## src/design/dvt_pkg.sv

```systemverilog
// Package for the distinct value table: shared widths, sequencer state type
// and the result record passed from the sequencer to the output stage.
// No dependencies.
package dvt_pkg;

  localparam int TABLE_DEPTH_DEF = 256;
  localparam int ELEM_WIDTH_DEF  = 32;
  localparam int VALUE_W         = 32;
  localparam int MI_W            = 8;
  localparam int OUT_USER_W      = 2;

  typedef enum logic [1:0] {
    ST_IDLE,
    ST_SCAN,
    ST_DONE
  } dvt_state_t;

  typedef struct packed {
    logic [MI_W-1:0] match_index;
    logic            is_new;
    logic            overflow;
  } dvt_result_t;

endpackage

```

## src/design/dvt_seq.sv

```systemverilog
// Search sequencer: walks the stored entries one per cycle through the RAM read
// port, compares against the held value and appends on a miss unless full.
// Depends on dvt_pkg.
module dvt_seq
  import dvt_pkg::*;
#(
  parameter int TABLE_DEPTH = TABLE_DEPTH_DEF,
  parameter int ELEM_WIDTH  = ELEM_WIDTH_DEF,
  parameter int IW          = (TABLE_DEPTH > 1) ? $clog2(TABLE_DEPTH) : 1
) (
  input  logic                  clk,
  input  logic                  rst_n,
  input  logic                  start,
  input  logic [ELEM_WIDTH-1:0] start_value,
  input  logic                  start_first,
  output logic                  ready,
  output logic                  res_valid,
  input  logic                  res_take,
  output dvt_result_t           res,
  output logic                  rd_en,
  output logic [IW-1:0]         rd_addr,
  input  logic [ELEM_WIDTH-1:0] rd_data,
  output logic                  wr_en,
  output logic [IW-1:0]         wr_addr,
  output logic [ELEM_WIDTH-1:0] wr_data
);

  localparam int CW = $clog2(TABLE_DEPTH + 1);

  dvt_state_t            state_r, state_nxt;
  logic [ELEM_WIDTH-1:0] val_r, val_nxt;
  logic [CW-1:0]         cnt_r, cnt_nxt;
  logic [CW-1:0]         addr_r, addr_nxt;
  logic                  pend_r, pend_nxt;
  logic [IW-1:0]         pidx_r, pidx_nxt;
  dvt_result_t           res_r, res_nxt;

  logic hit, scan_more, miss, full;

  assign hit       = pend_r && (rd_data == val_r);
  assign scan_more = (addr_r != cnt_r);
  assign miss      = !hit && !scan_more && !pend_r;
  assign full      = (cnt_r == CW'(TABLE_DEPTH));

  always_comb begin
    state_nxt = state_r;
    case (state_r)
      ST_IDLE: begin
        if (start) state_nxt = ST_SCAN;
      end
      ST_SCAN: begin
        if (hit || miss) state_nxt = ST_DONE;
      end
      ST_DONE: begin
        if (res_take) state_nxt = ST_IDLE;
      end
      default: state_nxt = ST_IDLE;
    endcase
  end

  always_comb begin
    ready     = (state_r == ST_IDLE);
    res_valid = (state_r == ST_DONE);
    rd_en     = (state_r == ST_SCAN) && !hit && scan_more;
    rd_addr   = addr_r[IW-1:0];
    wr_en     = (state_r == ST_SCAN) && miss && !full;
    wr_addr   = cnt_r[IW-1:0];
    wr_data   = val_r;
    res       = res_r;
  end

  always_comb begin
    val_nxt  = val_r;
    cnt_nxt  = cnt_r;
    addr_nxt = addr_r;
    pend_nxt = pend_r;
    pidx_nxt = pidx_r;
    res_nxt  = res_r;
    case (state_r)
      ST_IDLE: begin
        if (start) begin
          val_nxt  = start_value;
          addr_nxt = '0;
          pend_nxt = 1'b0;
          if (start_first) cnt_nxt = '0;
        end
      end
      ST_SCAN: begin
        // compare uses the registered read data, with pend_r marking a read in flight
        pend_nxt = rd_en;
        pidx_nxt = addr_r[IW-1:0];
        if (rd_en) addr_nxt = addr_r + 1'b1;
        if (hit) begin
          res_nxt.match_index = MI_W'(pidx_r);
          res_nxt.is_new      = 1'b0;
          res_nxt.overflow    = 1'b0;
        end else if (miss) begin
          if (full) begin
            res_nxt.match_index = '0;
            res_nxt.is_new      = 1'b0;
            res_nxt.overflow    = 1'b1;
          end else begin
            res_nxt.match_index = MI_W'(cnt_r);
            res_nxt.is_new      = 1'b1;
            res_nxt.overflow    = 1'b0;
            cnt_nxt             = cnt_r + 1'b1;
          end
        end
      end
      default: ;
    endcase
  end

  always_ff @(posedge clk) begin
    if (!rst_n) begin
      state_r <= ST_IDLE;
      cnt_r   <= '0;
      pend_r  <= 1'b0;
    end else begin
      state_r <= state_nxt;
      cnt_r   <= cnt_nxt;
      pend_r  <= pend_nxt;
    end
  end

  always_ff @(posedge clk) begin
    val_r  <= val_nxt;
    addr_r <= addr_nxt;
    pidx_r <= pidx_nxt;
    res_r  <= res_nxt;
  end

endmodule

```

## config.mk

```make
export PLATFORM = sky130hd
export DESIGN_NAME = dvt_seq
export DESIGN_NICKNAME = d
export VERILOG_FILES = /design/src/design/dvt_pkg.sv /design/src/design/dvt_seq.sv
export SDC_FILE = /design/constraint.sdc
export NUM_CORES = 1
export LEC_CHECK = 0
export CORE_ASPECT_RATIO = 1.4
export CORE_MARGIN = 5
export CORE_UTILIZATION = 50
export CTS_CLUSTER_SIZE = 24
export DETAILED_ROUTE_END_ITERATION = 16
export DONT_BUFFER_PORTS = 1
export PLACE_DENSITY = 0.66
export SLEW_MARGIN = 20
export SYNTH_ARGS = -nofsm -noshare
export SYNTH_HDL_FRONTEND = slang
export SYNTH_SLANG_ARGS = --single-unit
```

## constraint.sdc

```tcl
create_clock -name clk -period 3.3 [get_ports clk]
set_clock_uncertainty 0.15 [all_clocks]
set_input_delay 0.165 -clock clk [delete_from_list [all_inputs] [get_ports clk]]
set_output_delay 0.165 -clock clk [all_outputs]
set_load 0.02 [all_outputs]
```

---- Word-level counts from Yosys, hierarchy flattened ----
Index checks and enable logic that the tools add are counted.
storage, ports and cells
  register bits after elaboration ......... 71
  input bits .............................. 69
cells by class
  muxes and demuxes ....................... 18
  eq/ne operators ......................... 13
  $add $sub $neg .......................... 2
  reductions and logical operators ........ 21
operators by type and width
  operator                                        number
  2-to-1 mux 9 bit                                7
  case mux 9 bit (2 select lines)                 2
  == test 32 bit                                  1
  2-to-1 mux 10 bit                               3
  adder 9 x 1 -> 9 bit (second input constant)    2
  != test 2 bit (second input constant)           7
  == test 9 bit (second input constant)           1
  != test 9 bit                                   1
  logical AND 1 bit                               7
  2-to-1 mux 2 bit                                3
  case mux 2 bit (3 select lines)                 1
  AND reduction 2 bit                             3
  AND reduction 3 bit                             2
  AND reduction 6 bit                             1
  logical NOT 1 bit                               4
  nonzero test 2 bit                              2
  == test 2 x 1 -> 1 bit (second input constant)  1
  == test 2 bit (second input constant)           1
  logical NOT 2 bit                               1
  != test 2 x 1 -> 1 bit (second input constant)  1
  case mux 1 bit (2 select lines)                 1
  logical OR 1 bit                                1
  2-to-1 mux 1 bit                                1

---- Longest topological paths before layout ----
  depth after elaboration ................. 8
  depth in mapped cells ................... 9

---- Worst setup path before layout ----
Ideal clock, no wire load.
  path kind ............................... reg-to-reg
  start point ............................. reg state_r[1]
  end point ............................... reg cnt_r[7]
  library setup time ...................... 0.122 ns
  stages on the path, launching flop included .. 8
  slack ................................... 0.602 ns
  arrival ................................. 2.426 ns
  buffers on the path ..................... 0
  cell sequence ........................... dfxtp_1 nor2_1 nand2_1 inv_1 nand2_1 a2111oi_4 xnor2_1 nor2_1
between the ends
  word-level cells in the longest chain between the ends .. 3
ends and longest elaborated chain
  item                                                                  line            source
  start, declared                                                       dvt_seq.sv:30   dvt_state_t state_r, state_nxt;
  start signal, assigned                                                dvt_seq.sv:120  state_r <= state_nxt;
  logical NOT 2 bit (*)                                                 n/a
  named net ready                                                       dvt_seq.sv:16   output logic ready,
  != test 2 bit (no source line) or nonzero test 2 bit (tied branches)  n/a
  AND reduction 6 bit (no source line)                                  n/a
  end signal, assigned                                                  dvt_seq.sv:121  cnt_r <= cnt_nxt;
  end, declared                                                         dvt_seq.sv:32   logic [CW-1:0] cnt_r, cnt_nxt;
Mark *: on every way through the listed nets, which the timed path passes. The rest lies on a longest branch.
A chain may end at the register's enable or synchronous reset.

---- Final worst setup path ----
  start point ............................. reg val_r[23] (netlist: wr_data[23])
  end point ............................... out rd_en
between the ends
  word-level cells in the longest chain between the ends .. 5
ends and longest elaborated chain
  item                            line            source
  start, declared                 dvt_seq.sv:31   logic [ELEM_WIDTH-1:0] val_r, val_nxt;
  start signal, assigned          dvt_seq.sv:127  val_r <= val_nxt;
  == test 32 bit                  dvt_seq.sv:40   assign hit = pend_r && (rd_data == val_r);
  logical AND 1 bit               dvt_seq.sv:40
  logical NOT 1 bit               dvt_seq.sv:64   rd_en = (state_r == ST_SCAN) && !hit && scan_more;
  logical AND 1 bit (2 in a row)  dvt_seq.sv:64
  end, declared                   dvt_seq.sv:20   output logic rd_en,
Every way passes these cells.

==> results.py <==
metrics = {
    "power_and_ir_drop": {
        "leakagePower_nw": 1.35,
        "power_density_nw_per_um2": 523,
        "vdd_drop_max_mv": 0.276,
    },
    "layout": {
        "diodes": 0,
        "fillers": 513,
        "nets": 357,
        "synthToLayoutAreaGrowth_pct": 14.5,
        "postLayoutCoreUtil_pct": 58.0,
        "drive_gt1_share_pct": 10.7,
    },
    "yosys": {
        "yosysWarnings": 0,
        "netlist_instances": 258,
        "ys_async_sr_fraction_pct": 0,
        "avgSynthCellArea_um2": 12.8,
        "syn-num-nets": 330,
        "yosysSeqAreaShare_pct": 60.9,
        "synth-edff-count": 59,
        "yosys.cell_types.count": 38,
        "ys_ff_latch": 71,
        "syn_area_um2": 3300,
        "synth_flop_cell": "edfxtp_1",
    },
    "global_route": {
        "overflow": 0,
        "grt_pass1_wl_mm": 11.0,
        "track_usage_pct": 17.7,
        "grt_max_degree": 34,
        "antenna_found_initial": 0,
        "grt_pass1_vias": 2124,
    },
    "floorplanning": {
        "start_util_pct": 50.6,
        "die_h_um": 106,
        "ios": 131,
        "core_area_um2": 6530,
        "dieArea_um2": 8360,
        "fp.dieW_um": 78.7,
        "placementRows": 35,
    },
    "routing": {
        "avgViaCountPerCell": 5.62,
        "dr.pass1.iters": 4,
        "drc": 0,
        "avgRoutedWirePerCell_um": 20.4,
        "initialDrtViolationCount": 81,
        "ant_nets": 0,
        "routed_wl_mm": 7.43,
        "vias": 2044,
    },
    "flow_run": {
        "drv_cap": 0,
    },
    "critical_path": {
        "critPathSlowestCell": "or3_1",
        "crit_path_end": "rd_en",
        "worst-r2r-setup-slack_ns": 0.40,
        "r2r-end": "addr_r[7]$_SDFFCE_PN0P_",
        "arrival_ns": 2.65,
        "cp-end-kind": "output pin",
        "cp_num_cells": 6,
        "start_kind": "flop",
        "startpoint": "wr_data[23]$_DFFE_PP_",
        "slowest_delay_ns": 0.63,
        "path_max_fanout": 15,
        "cp_cell_sequence": "xor2_1, nor4_1, nand4_1, or3_1, nand2_1, inv_1",
        "cp_top_family": "simple AND/OR/NAND/NOR gates",
        "crit_type": "flop to output pin",
        "path_buf_inv": 1,
        "reg2reg_from": "wr_data[23]$_DFFE_PP_",
        "crit_required_ns": 2.98,
        "r2r_cells": 6,
    },
    "clock_network": {
        "cts_max_level": 3,
        "cts_buffer_depth": 2,
        "root_buffer": "clkbuf_8",
        "post_cts_resize_count": 0,
        "clkSlewWorstSetupHoldPaths_ns": 0.08,
        "cts_tree": "yes",
        "cts_setup_buffers": 0,
        "clk_latency_ns": 0.34,
        "numCtsBuffers": 9,
        "clock-sinks": 71,
    },
    "timing": {
        "slew_headroom_pct": 64.2,
        "maxSlewViolCount": 0,
        "period_share_pct": 89.9,
        "tightest_slew_ns": 0.537,
        "fin_crit_ns": 2.97,
        "max_freq_mhz": 337,
        "rsz0062_at_grt": "no",
        "setup-tns-final_ns": 0,
        "worst_slack_ns": 0.333,
        "setup_viol": 0,
        "holdWs_ns": 0.0216,
        "hold_viol": 0,
    },
    "placement": {
        "port_buffers": 0,
        "place.gp.congestion": 0.809,
        "dpl.hpwl_mm": 5.41,
        "pre_cts_ws_ns": 0.374,
    },
    "worst_hold_path": {
        "hp-class": "input pin to flop",
    },
    "run_status": {
        "status": "complete, no violations",
    },
}
==> flip-flops by register name (all words and copies together), names as in the netlist <==
signal	flops
addr_r	9
cnt_r	9
pend_r	1
pidx_r	8
res	10
state_r	2
wr_data	32
==> cell families (layout without fill, tap and decap cells) <==
logic type / count (synthesis) / after routing / share of synthesized area [%]
XOR/XNOR: 52 / 52 / 13.8
flip-flops: 71 / 71 / 60.9
buffers and inverters: 31 / 63 / 5.83
AND/OR/NAND/NOR: 75 / 75 / 11.8
multiplexers: 7 / 7 / 2.35
AO/OA/AOI/OAI: 19 / 19 / 4.20
adder cells (fa/ha/maj): 3 / 3 / 1.14
==> report_power, final <==
part | leakage (nW) | switching [mW] | internal, mW
combinational | 0.595 | 0.103 | 0.0876
sequential | 0.666 | 0.130 | 1.06
clock | 0.0870 | 0.326 | 0.272
total | 1.35 | 0.559 | 1.42
==> stage by stage <==
stage	instances	power [mW]	cell area (um^2)
floorplan	258	1.34	3300
global placement	314	1.36	3270
detailed placement	314	1.37	3270
CTS	364	2.00	3780
global route	364	2.07	3780
finish	364	1.98	3780
==> placed cells by master (no fill, tap or decap), types with 2 or more instances in the layout <==
master / instances
a21boi_0: 2
a21oi_1: 6
and2_1: 2
buf_4: 5
clkbuf_8: 9
clkinv_2: 2
clkinv_4: 2
dfxtp_1: 12
dlygate4sd3_1: 34
edfxtp_1: 59
ha_1: 3
inv_1: 8
mux2_2: 5
nand2_1: 13
nand2b_1: 2
nand3_1: 15
nand4_1: 3
nor2_1: 15
nor2b_1: 4
nor3_1: 2
nor4_1: 8
o21ai_0: 5
or2_2: 2
or3_1: 5
xnor2_1: 16
xor2_1: 36
==> routing by layer <==
metal	vias up	GRT usage [%]	share of wire, %
met4	0	8.75	2.8
li1	951	-	-
met3	18	8.14	12
met2	112	31.5	52
met5	-	0	0
met1	963	16.9	34
==> cell type report <==
type / count / area, um^2 / area share [%]
multi-input cells: 156 / 1100 / 29.1
well taps: 74 / 92.6 / 2.45
repair buffers: 39 / 378 / 9.99
clock buffers: 9 / 124 / 3.27
flip-flops and latches: 71 / 2010 / 53.2
clock inverters: 7 / 47.5 / 1.26
inverters: 8 / 30.0 / 0.794
==> timing repair <==
| action | in CTS | in global routing |
|---|---|---|
| endpoints found under the hold margin | 39 | 0 |
| hold buffers | 34 | 0 |
| endpoints found under the setup margin | 0 | 0 |
==> synth_stat cells (all sizes together) (4+ instances only) <==
library cell | count | area [um^2]
a21oi | 6 | 30.0
xor2 | 36 | 315
dfxtp | 12 | 240
o21ai | 5 | 25.0
edfxtp | 59 | 1770
nor2 | 15 | 56.3
mux2 | 6 | 67.6
nor4 | 8 | 50.1
nor2b | 4 | 25.0
nand2 | 13 | 48.8
inv | 8 | 30.0
nand3 | 15 | 75.1
or3 | 5 | 31.3
xnor2 | 16 | 140
buf | 20 | 151
==> how the worst min path moves through the flow <==
| stage | start | endpoint | slack [ns] | cells past startpoint |
|---|---|---|---|---|
| after global placement | start_value[24] | wr_data[24]$_DFFE_PP_ | 0.11 | 0 |
| after detailed placement | start_value[11] | wr_data[11]$_DFFE_PP_ | 0.11 | 0 |
| after CTS | start | pend_r$_SDFFE_PN0P_ | 0.008 | 3 |
| after floorplan | start_value[0] | wr_data[0]$_DFFE_PP_ | 0.11 | 0 |
| final | start | pend_r$_SDFFE_PN0P_ | 0.02 | 3 |
| after global routing | start | pend_r$_SDFFE_PN0P_ | 0.02 | 3 |
==> worst register-to-register path, delay by kind of cell, from the launching register on <==
family,cells,cell delay [ns]
flip-flops,1,0.53
AND/OR/NAND/NOR,5,1.68
XOR/XNOR,1,0.21
No activity file was read; power rests on OpenSTA's default activity.
